$ cat src/pcra_pkg.sv
// ---------------------------------------------------------------------------
// PI current regulator package
// Register indexes, operation codes and the request word of the shared
// multiply-accumulate unit.
// ---------------------------------------------------------------------------
package pcra_pkg;

    localparam int REG_IDX_W = 3;
    localparam int OPND_W    = 32;
    localparam int MAC_W     = 64;

    localparam logic [REG_IDX_W-1:0] REG_PROP_GAIN     = 3'd0;
    localparam logic [REG_IDX_W-1:0] REG_INTEG_GAIN    = 3'd1;
    localparam logic [REG_IDX_W-1:0] REG_SAMPLE_PERIOD = 3'd2;
    localparam logic [REG_IDX_W-1:0] REG_DRIVE_MIN     = 3'd3;
    localparam logic [REG_IDX_W-1:0] REG_DRIVE_MAX     = 3'd4;
    localparam logic [REG_IDX_W-1:0] REG_INTEG_BOUND   = 3'd5;

    localparam logic OP_REGULATE = 1'b0;
    localparam logic OP_CLEAR    = 1'b1;

    typedef struct packed {
        logic [OPND_W-1:0] a;
        logic [OPND_W-1:0] b;
        logic              hi_shift;
        logic [MAC_W-1:0]  addend;
    } mac_req_t;

endpackage

$ cat src/pcra_mac.sv
// ---------------------------------------------------------------------------
// Shared multiply-accumulate unit
// Unsigned 32x32 product, optionally moved up one half word, plus a 64-bit
// addend; the sum wraps modulo 2^64.
// ---------------------------------------------------------------------------
module pcra_mac
(
    input  pcra_pkg::mac_req_t              req,
    output logic [pcra_pkg::MAC_W-1:0]      result
);
    import pcra_pkg::*;

    logic [MAC_W-1:0] prod;
    logic [MAC_W-1:0] shifted;

    assign prod    = MAC_W'(req.a) * MAC_W'(req.b);
    assign shifted = req.hi_shift ? {prod[OPND_W-1:0], {OPND_W{1'b0}}} : prod;
    assign result  = shifted + req.addend;

endmodule

$ cat src/pi_current_regulator_antiwindup_core.sv
// ---------------------------------------------------------------------------
// PI current regulator with conditional-integration anti-windup
// A regulate word is accepted in ST_IDLE and then takes four passes through
// the one shared 32x32 multiply-accumulate unit (gain times period, two
// partial products of the increment, proportional term), then the integral
// add and limit, the output sum and the clamp and decision, in that order.
// A clear word, or a regulate word while the sample period is zero, goes
// from ST_IDLE straight to its result state. Input is stalled while a word
// is in progress, and a held-off output register stretches the last step; a
// finished result waits in the output register while the next word enters.
// ---------------------------------------------------------------------------
module pi_current_regulator_antiwindup_core
#(
    parameter int DATA_WIDTH = 16
)
(
    input  logic                                                clk,
    input  logic                                                rst_n,
    input  logic                                                wr_en,
    input  logic [pcra_pkg::REG_IDX_W-1:0]                      wr_index,
    input  logic [((DATA_WIDTH > 24) ? DATA_WIDTH : 24)-1:0]    wr_data,
    input  logic                                                in_valid,
    output logic                                                in_stall,
    input  logic                                                op,
    input  logic signed [DATA_WIDTH-1:0]                        err_sample,
    output logic                                                out_valid,
    input  logic                                                out_stall,
    output logic signed [DATA_WIDTH-1:0]                        drive,
    output logic                                                sat_flag,
    output logic [31:0]                                         sat_events
);
    import pcra_pkg::*;

    typedef enum logic [3:0] {
        ST_IDLE,
        ST_CLEAR,
        ST_HOLD,
        ST_MUL_GP,
        ST_MUL_LO,
        ST_MUL_HI,
        ST_MUL_PROP,
        ST_CAND,
        ST_RAW,
        ST_DECIDE
    } state_t;

    state_t                      state_reg, state_next;

    logic [15:0]                 pg_reg, pg_next;
    logic [23:0]                 ig_reg, ig_next;
    logic [23:0]                 sp_reg, sp_next;
    logic signed [DATA_WIDTH-1:0] dmin_reg, dmin_next;
    logic signed [DATA_WIDTH-1:0] dmax_reg, dmax_next;
    logic [14:0]                 bound_reg, bound_next;

    logic signed [31:0]          acc_reg, acc_next;
    logic                        sat_reg, sat_next;
    logic [31:0]                 cnt_reg, cnt_next;

    logic [DATA_WIDTH-1:0]       mag_reg, mag_next;
    logic                        neg_reg, neg_next;
    logic                        pos_reg, pos_next;
    logic [47:0]                 gp_reg, gp_next;
    logic [MAC_W-1:0]            prod_reg, prod_next;
    logic [47:0]                 prop_reg, prop_next;
    logic signed [MAC_W-1:0]     cand_reg, cand_next;
    logic signed [MAC_W-1:0]     raw_reg, raw_next;

    logic                        out_valid_reg, out_valid_next;
    logic signed [DATA_WIDTH-1:0] drive_reg, drive_next;
    logic                        sat_flag_reg, sat_flag_next;
    logic [31:0]                 sat_events_reg, sat_events_next;

    mac_req_t                    mac_req;
    logic [MAC_W-1:0]            mac_res;

    logic signed [MAC_W-1:0]     lo_q, hi_q, bnd_q, acc_ext;
    logic signed [MAC_W-1:0]     inc_mag, inc_s, sum_s, cand_clamp;
    logic signed [MAC_W-1:0]     prop_mag, prop_s, raw_sum;
    logic signed [MAC_W-1:0]     hold_clamp, raw_clamp;
    logic                        raw_sat, out_room;
    logic [DATA_WIDTH-1:0]       err_mag;

    function automatic logic signed [MAC_W-1:0] clamp_q(
        input logic signed [MAC_W-1:0] x,
        input logic signed [MAC_W-1:0] lo,
        input logic signed [MAC_W-1:0] hi
    );
        logic signed [MAC_W-1:0] r;
        if (x < lo)
        begin
            r = lo;
        end
        else if (x > hi)
        begin
            r = hi;
        end
        else
        begin
            r = x;
        end
        return r;
    endfunction

    pcra_mac u_mac
    (
        .req    (mac_req),
        .result (mac_res)
    );

    assign lo_q       = MAC_W'(dmin_reg) <<< 16;
    assign hi_q       = MAC_W'(dmax_reg) <<< 16;
    assign bnd_q      = $signed(MAC_W'({bound_reg, 16'h0000}));
    assign acc_ext    = MAC_W'(acc_reg);
    assign inc_mag    = $signed(MAC_W'(prod_reg[MAC_W-1:16]));
    assign inc_s      = neg_reg ? -inc_mag : inc_mag;
    assign sum_s      = acc_ext + inc_s;
    assign cand_clamp = clamp_q(sum_s, -bnd_q, bnd_q);
    assign prop_mag   = $signed(MAC_W'({prop_reg, 8'h00}));
    assign prop_s     = neg_reg ? -prop_mag : prop_mag;
    assign raw_sum    = prop_s + cand_reg;
    assign hold_clamp = clamp_q(acc_ext, lo_q, hi_q);
    assign raw_clamp  = clamp_q(raw_reg, lo_q, hi_q);
    assign raw_sat    = ((raw_reg > hi_q) && pos_reg) || ((raw_reg < lo_q) && neg_reg);
    assign out_room   = !out_valid_reg || !out_stall;
    assign err_mag    = err_sample[DATA_WIDTH-1] ? -err_sample : err_sample;

    assign in_stall   = (state_reg != ST_IDLE);
    assign out_valid  = out_valid_reg;
    assign drive      = drive_reg;
    assign sat_flag   = sat_flag_reg;
    assign sat_events = sat_events_reg;

    always_comb
    begin
        mac_req         = '0;
        state_next      = state_reg;
        pg_next         = pg_reg;
        ig_next         = ig_reg;
        sp_next         = sp_reg;
        dmin_next       = dmin_reg;
        dmax_next       = dmax_reg;
        bound_next      = bound_reg;
        acc_next        = acc_reg;
        sat_next        = sat_reg;
        cnt_next        = cnt_reg;
        mag_next        = mag_reg;
        neg_next        = neg_reg;
        pos_next        = pos_reg;
        gp_next         = gp_reg;
        prod_next       = prod_reg;
        prop_next       = prop_reg;
        cand_next       = cand_reg;
        raw_next        = raw_reg;
        out_valid_next  = out_valid_reg && out_stall;
        drive_next      = drive_reg;
        sat_flag_next   = sat_flag_reg;
        sat_events_next = sat_events_reg;

        if (wr_en)
        begin
            case (wr_index)
                REG_PROP_GAIN:     pg_next    = wr_data[15:0];
                REG_INTEG_GAIN:    ig_next    = wr_data[23:0];
                REG_SAMPLE_PERIOD: sp_next    = wr_data[23:0];
                REG_DRIVE_MIN:     dmin_next  = $signed(wr_data[DATA_WIDTH-1:0]);
                REG_DRIVE_MAX:     dmax_next  = $signed(wr_data[DATA_WIDTH-1:0]);
                REG_INTEG_BOUND:   bound_next = wr_data[14:0];
                default:           ;
            endcase
        end

        case (state_reg)
            ST_IDLE:
            begin
                if (in_valid)
                begin
                    mag_next = err_mag;
                    neg_next = err_sample[DATA_WIDTH-1];
                    pos_next = !err_sample[DATA_WIDTH-1] && (err_sample != '0);
                    if (op == OP_CLEAR)
                    begin
                        state_next = ST_CLEAR;
                    end
                    else if (sp_reg == '0)
                    begin
                        state_next = ST_HOLD;
                    end
                    else
                    begin
                        state_next = ST_MUL_GP;
                    end
                end
            end
            ST_CLEAR:
            begin
                if (out_room)
                begin
                    acc_next        = '0;
                    sat_next        = 1'b0;
                    cnt_next        = '0;
                    out_valid_next  = 1'b1;
                    drive_next      = '0;
                    sat_flag_next   = 1'b0;
                    sat_events_next = '0;
                    state_next      = ST_IDLE;
                end
            end
            ST_HOLD:
            begin
                if (out_room)
                begin
                    out_valid_next  = 1'b1;
                    drive_next      = hold_clamp[DATA_WIDTH+15:16];
                    sat_flag_next   = sat_reg;
                    sat_events_next = cnt_reg;
                    state_next      = ST_IDLE;
                end
            end
            ST_MUL_GP:
            begin
                mac_req.a  = OPND_W'(ig_reg);
                mac_req.b  = OPND_W'(sp_reg);
                gp_next    = mac_res[47:0];
                state_next = ST_MUL_LO;
            end
            ST_MUL_LO:
            begin
                mac_req.a  = gp_reg[31:0];
                mac_req.b  = OPND_W'(mag_reg);
                prod_next  = mac_res;
                state_next = ST_MUL_HI;
            end
            ST_MUL_HI:
            begin
                mac_req.a        = OPND_W'(gp_reg[47:32]);
                mac_req.b        = OPND_W'(mag_reg);
                mac_req.hi_shift = 1'b1;
                mac_req.addend   = prod_reg;
                prod_next        = mac_res;
                state_next       = ST_MUL_PROP;
            end
            ST_MUL_PROP:
            begin
                mac_req.a  = OPND_W'(pg_reg);
                mac_req.b  = OPND_W'(mag_reg);
                prop_next  = mac_res[47:0];
                state_next = ST_CAND;
            end
            ST_CAND:
            begin
                cand_next  = cand_clamp;
                state_next = ST_RAW;
            end
            ST_RAW:
            begin
                raw_next   = raw_sum;
                state_next = ST_DECIDE;
            end
            ST_DECIDE:
            begin
                if (out_room)
                begin
                    if (raw_sat)
                    begin
                        sat_next        = 1'b1;
                        cnt_next        = cnt_reg + 32'd1;
                        sat_events_next = cnt_reg + 32'd1;
                    end
                    else
                    begin
                        acc_next        = cand_reg[31:0];
                        sat_next        = 1'b0;
                        sat_events_next = cnt_reg;
                    end
                    sat_flag_next  = raw_sat;
                    out_valid_next = 1'b1;
                    drive_next     = raw_clamp[DATA_WIDTH+15:16];
                    state_next     = ST_IDLE;
                end
            end
            default:
            begin
                state_next = ST_IDLE;
            end
        endcase
    end

    always_ff @(posedge clk or negedge rst_n)
    begin
        if (!rst_n)
        begin
            state_reg      <= ST_IDLE;
            pg_reg         <= 16'd256;
            ig_reg         <= '0;
            sp_reg         <= '0;
            dmin_reg       <= {1'b1, {(DATA_WIDTH-1){1'b0}}};
            dmax_reg       <= {1'b0, {(DATA_WIDTH-1){1'b1}}};
            bound_reg      <= 15'h7FFF;
            acc_reg        <= '0;
            sat_reg        <= 1'b0;
            cnt_reg        <= '0;
            out_valid_reg  <= 1'b0;
        end
        else
        begin
            state_reg      <= state_next;
            pg_reg         <= pg_next;
            ig_reg         <= ig_next;
            sp_reg         <= sp_next;
            dmin_reg       <= dmin_next;
            dmax_reg       <= dmax_next;
            bound_reg      <= bound_next;
            acc_reg        <= acc_next;
            sat_reg        <= sat_next;
            cnt_reg        <= cnt_next;
            out_valid_reg  <= out_valid_next;
        end
    end

    always_ff @(posedge clk)
    begin
        mag_reg        <= mag_next;
        neg_reg        <= neg_next;
        pos_reg        <= pos_next;
        gp_reg         <= gp_next;
        prod_reg       <= prod_next;
        prop_reg       <= prop_next;
        cand_reg       <= cand_next;
        raw_reg        <= raw_next;
        drive_reg      <= drive_next;
        sat_flag_reg   <= sat_flag_next;
        sat_events_reg <= sat_events_next;
    end

endmodule

$ cat config.mk
export PLATFORM = sky130hd
export DESIGN_NAME = pi_current_regulator_antiwindup_core
export DESIGN_NICKNAME = d
export VERILOG_FILES = /design/src/pcra_pkg.sv /design/src/pcra_mac.sv /design/src/pi_current_regulator_antiwindup_core.sv
export SDC_FILE = /design/constraint.sdc
export NUM_CORES = 2
export LEC_CHECK = 0
export BUFFER_PORTS_ARGS = -buffer_cell sky130_fd_sc_hd__buf_2
export CAP_MARGIN = 30
export CORE_ASPECT_RATIO = 1.1
export CORE_MARGIN = 2
export CORE_UTILIZATION = 45
export CTS_CLUSTER_SIZE = 12
export DETAILED_ROUTE_END_ITERATION = 12
export HOLD_SLACK_MARGIN = 0.1
export PLACE_DENSITY = 0.6
export SLEW_MARGIN = 20
export SYNTH_ARGS = -nofsm -noshare
export SYNTH_HDL_FRONTEND = slang
export SYNTH_SLANG_ARGS = --single-unit
$ cat constraint.sdc
create_clock -name clk -period 15 [get_ports clk]
set_input_delay 0.75 -clock clk [delete_from_list [all_inputs] [get_ports clk]]
set_output_delay 0.75 -clock clk [all_outputs]
set_load 0.02 [all_outputs]
==> results.txt <==
Critical-path top delay cell: a22o_1
setup violators final: 0
Hold Path Class: in -> async
Synth Area in Compound Gates: 14.7%
Avg Synthesized Cell Area: 9.38 sq um
Ys Warns: 0
PwrDens: 207 nW/um^2
Max Clk Rate: 73.5 MHz
height of the chip: 396 um
Setup CP Type: reg -> reg
IO buf count: 99
CP Max Fanout: 26
I/O Pins: 100
WP buf/inv: 4
Fill cells: 13000
clk_skew: 0.0287 ns
via count: 50300
max-slew violations: 0
final-stage net count: 8017
core region area: 138000 sq um
Post-CTS Hold Buffers: 0
simple-gate area share of the yosys netlist: 13.9%
Req. time, crit path: 15.39 ns
Synth Cell Area: 62700 sq um
clock sink total: 536
initial antenna violation count: 4
Synth async-reset ratio: 33.8%
Initial Util: 45.3%
number of global-route vias before repair: 49200
placer congestion estimate: 0.986
Final min period: 13.61 ns
CP startpoint kind: register
total CTS buffers: 60
register area share after synthesis: 24.3%
Final Hold Vio Count: 0
final setup TNS: 0 ns
CP top delay family: compound AO/OA/AOI/OAI gates
GRT Total Usage: 27.9%
Clock Root Buffer: clkbuf_16
CP Capture Type: register
Post-synth EDFFs: 355
vias per cell: 5.88
Reg area: 15200 sq um
Synth Area in Adders: 33.3%
crit share post-route: 90.7%
ratio of cells with drive above 1 in the final layout: 7.79%
total congestion overflow: 0
drt first pass iters: 8
DR WL/cell: 23.4 um
RSZ-0062 raised after global routing: false
Post-DRT Antenna Nets: 0
CP most frequent cell: fa_1
Area after DPL: 65500 sq um
H-tree depth: 2
Synth Register Bits: 536
Max stage delay on crit path: 0.77 ns
post-CTS setup buffer count: 0
worst-margin pin slew: 1.04 ns
final WL: 200 mm
hpwl dp: 162 mm
multiplexer share of the synthesized area: 2.51%
design area: 67600 sq um
Leak Pwr: 31.2 nW
CTS tree: yes
VDD IR max: 149 uV
post-route setup slack: 1.39 ns
Rows: 143
multi-input logic area: 43700 sq um
final core utilization: 48.9%
largest net degree at the start of global routing: 103
Rel. slew slack: 30.3%
1st-iter DRT viols: 4583
cts repair resizes: 0
clock-pin slew on the worst setup and hold paths: 0.07 ns
Worst EP arrival: 14.00 ns
XOR/XNOR share of the synthesized area: 4.56%
pre-CTS setup slack: 1.51 ns
maxcap violations: 0
first-pass GRT wire length: 304 mm
clock latency on the worst-skew pair: 0.66 ns
largest family of logic cells by synthesized area: adder cells
status: completed
post-synthesis cell count: 6688
DIE WIDTH: 360 um
DRC Markers: 0
DIE AREA: 142000 sq um
Synth cell types: 84
dominant synthesized flop cell: edfxtp_1
Layout area overhead: 7.77%
clock tree buffer depth: 3
[cells in the final DEF, fill, tap and decap left out, types with 90 or more instances in the layout]
cell and instances:
nand4_1 101, buf_2 100, xnor2_1 228, inv_1 814
nor2_1 666, nand2_1 541, nand3_1 90, buf_4 92
a21oi_1 301, o31ai_1 97, fa_1 660, o21ai_0 315
ha_1 611, a21o_1 203, mux2_2 114, xor2_1 94
edfxtp_1 355, dfrtp_1 149
[kinds of logic (layout without fill, tap and decap cells)]
family                   count (synthesis)  in the layout
multiplexers                           143            143
XOR/XNOR                               325            325
adder cells (fa/ha/maj)               1271           1271
flip-flops                             536            536
other                                    2             67
buffers and inverters                 1133           1131
AO/OA/AOI/OAI                         1397           1397
AND/OR/NAND/NOR                       1881           1881
[stage by stage]
step	cells	hold slack (ns)	power, mW
2_1_floorplan	6751	0.427	9.05
3_3_place_gp	8436	0.438	12.2
3_5_place_dp	8441	0.441	12.3
4_1_cts	8555	0.138	13.8
5_1_grt	8561	0.153	15.0
6_report	8563	0.108	14.0
[per-layer routing]
layer | share of wire, % | track usage (%)
met1 | 42 | 37.9
met5 | 0.0060 | 0
met2 | 46 | 44.8
met4 | 4.2 | 10.1
met3 | 7.6 | 4.89
[power by group]
group	switching (mW)	leakage [nW]	internal, mW	total [mW]
Clock	0.644	0.954	0.834	1.48
Sequential	0.372	5.54	2.36	2.73
Combinational	6.48	24.7	3.31	9.79
[synthesized netlist by cell type, types with 18 or more instances]
cell / count / area, sq um
nand2_1: 541 / 2030
xor2_1: 94 / 823
clkbuf_1: 295 / 1110
mux2i_1: 29 / 290
ha_1: 611 / 7640
o22ai_1: 29 / 181
fa_1: 660 / 13200
mux2_2: 114 / 1280
and3_1: 46 / 288
o21bai_1: 30 / 225
nor4_1: 44 / 275
edfxtp_1: 355 / 10700
a22o_1: 66 / 578
a21o_1: 203 / 1520
nor2_1: 671 / 2520
o31ai_1: 97 / 728
nor2b_1: 40 / 250
a221oi_1: 18 / 158
a211oi_1: 30 / 225
o211ai_1: 35 / 263
a22oi_1: 43 / 323
o41ai_1: 24 / 210
xnor2_1: 229 / 2010
and2_1: 83 / 519
nand3_1: 90 / 450
or2_2: 25 / 156
nand4_1: 101 / 632
o21a_1: 50 / 375
a31oi_1: 35 / 219
buf_1: 18 / 67.6
nand2b_1: 68 / 425
a21oi_1: 303 / 1520
o21ai_0: 315 / 1580
inv_1: 814 / 3060
dfstp_2: 32 / 841
or3_1: 21 / 131
or4_1: 25 / 188
dfrtp_1: 149 / 3730
nor3_1: 69 / 345
[worst paths after layout]
check	to	cells after the start	slack, ns	start
worst min register to register	raw_reg[6]	0	0.44	cand_reg[6]
max in group asynchronous	sp_reg[23]	3	12.80	rst_n
worst min-delay path	dmin_reg[12]	1	0.11	rst_n
worst max-delay path	prod_reg[62]	41	1.39	state_reg[1]
min in group clk	mag_reg[0]	1	0.33	err_sample[0]
worst max register to register	prod_reg[62]	41	1.39	state_reg[1]
[cell type report]
class,count,area share [%]
clock inverters,28,0.404
diodes,2,0.00740
repair buffers,202,2.01
well taps,1812,3.35
multi-input cells,5082,64.7
clock buffers,86,2.49
flip-flops and latches,536,22.5
inverters,815,4.53
No activity file was read; power rests on OpenSTA's default activity.
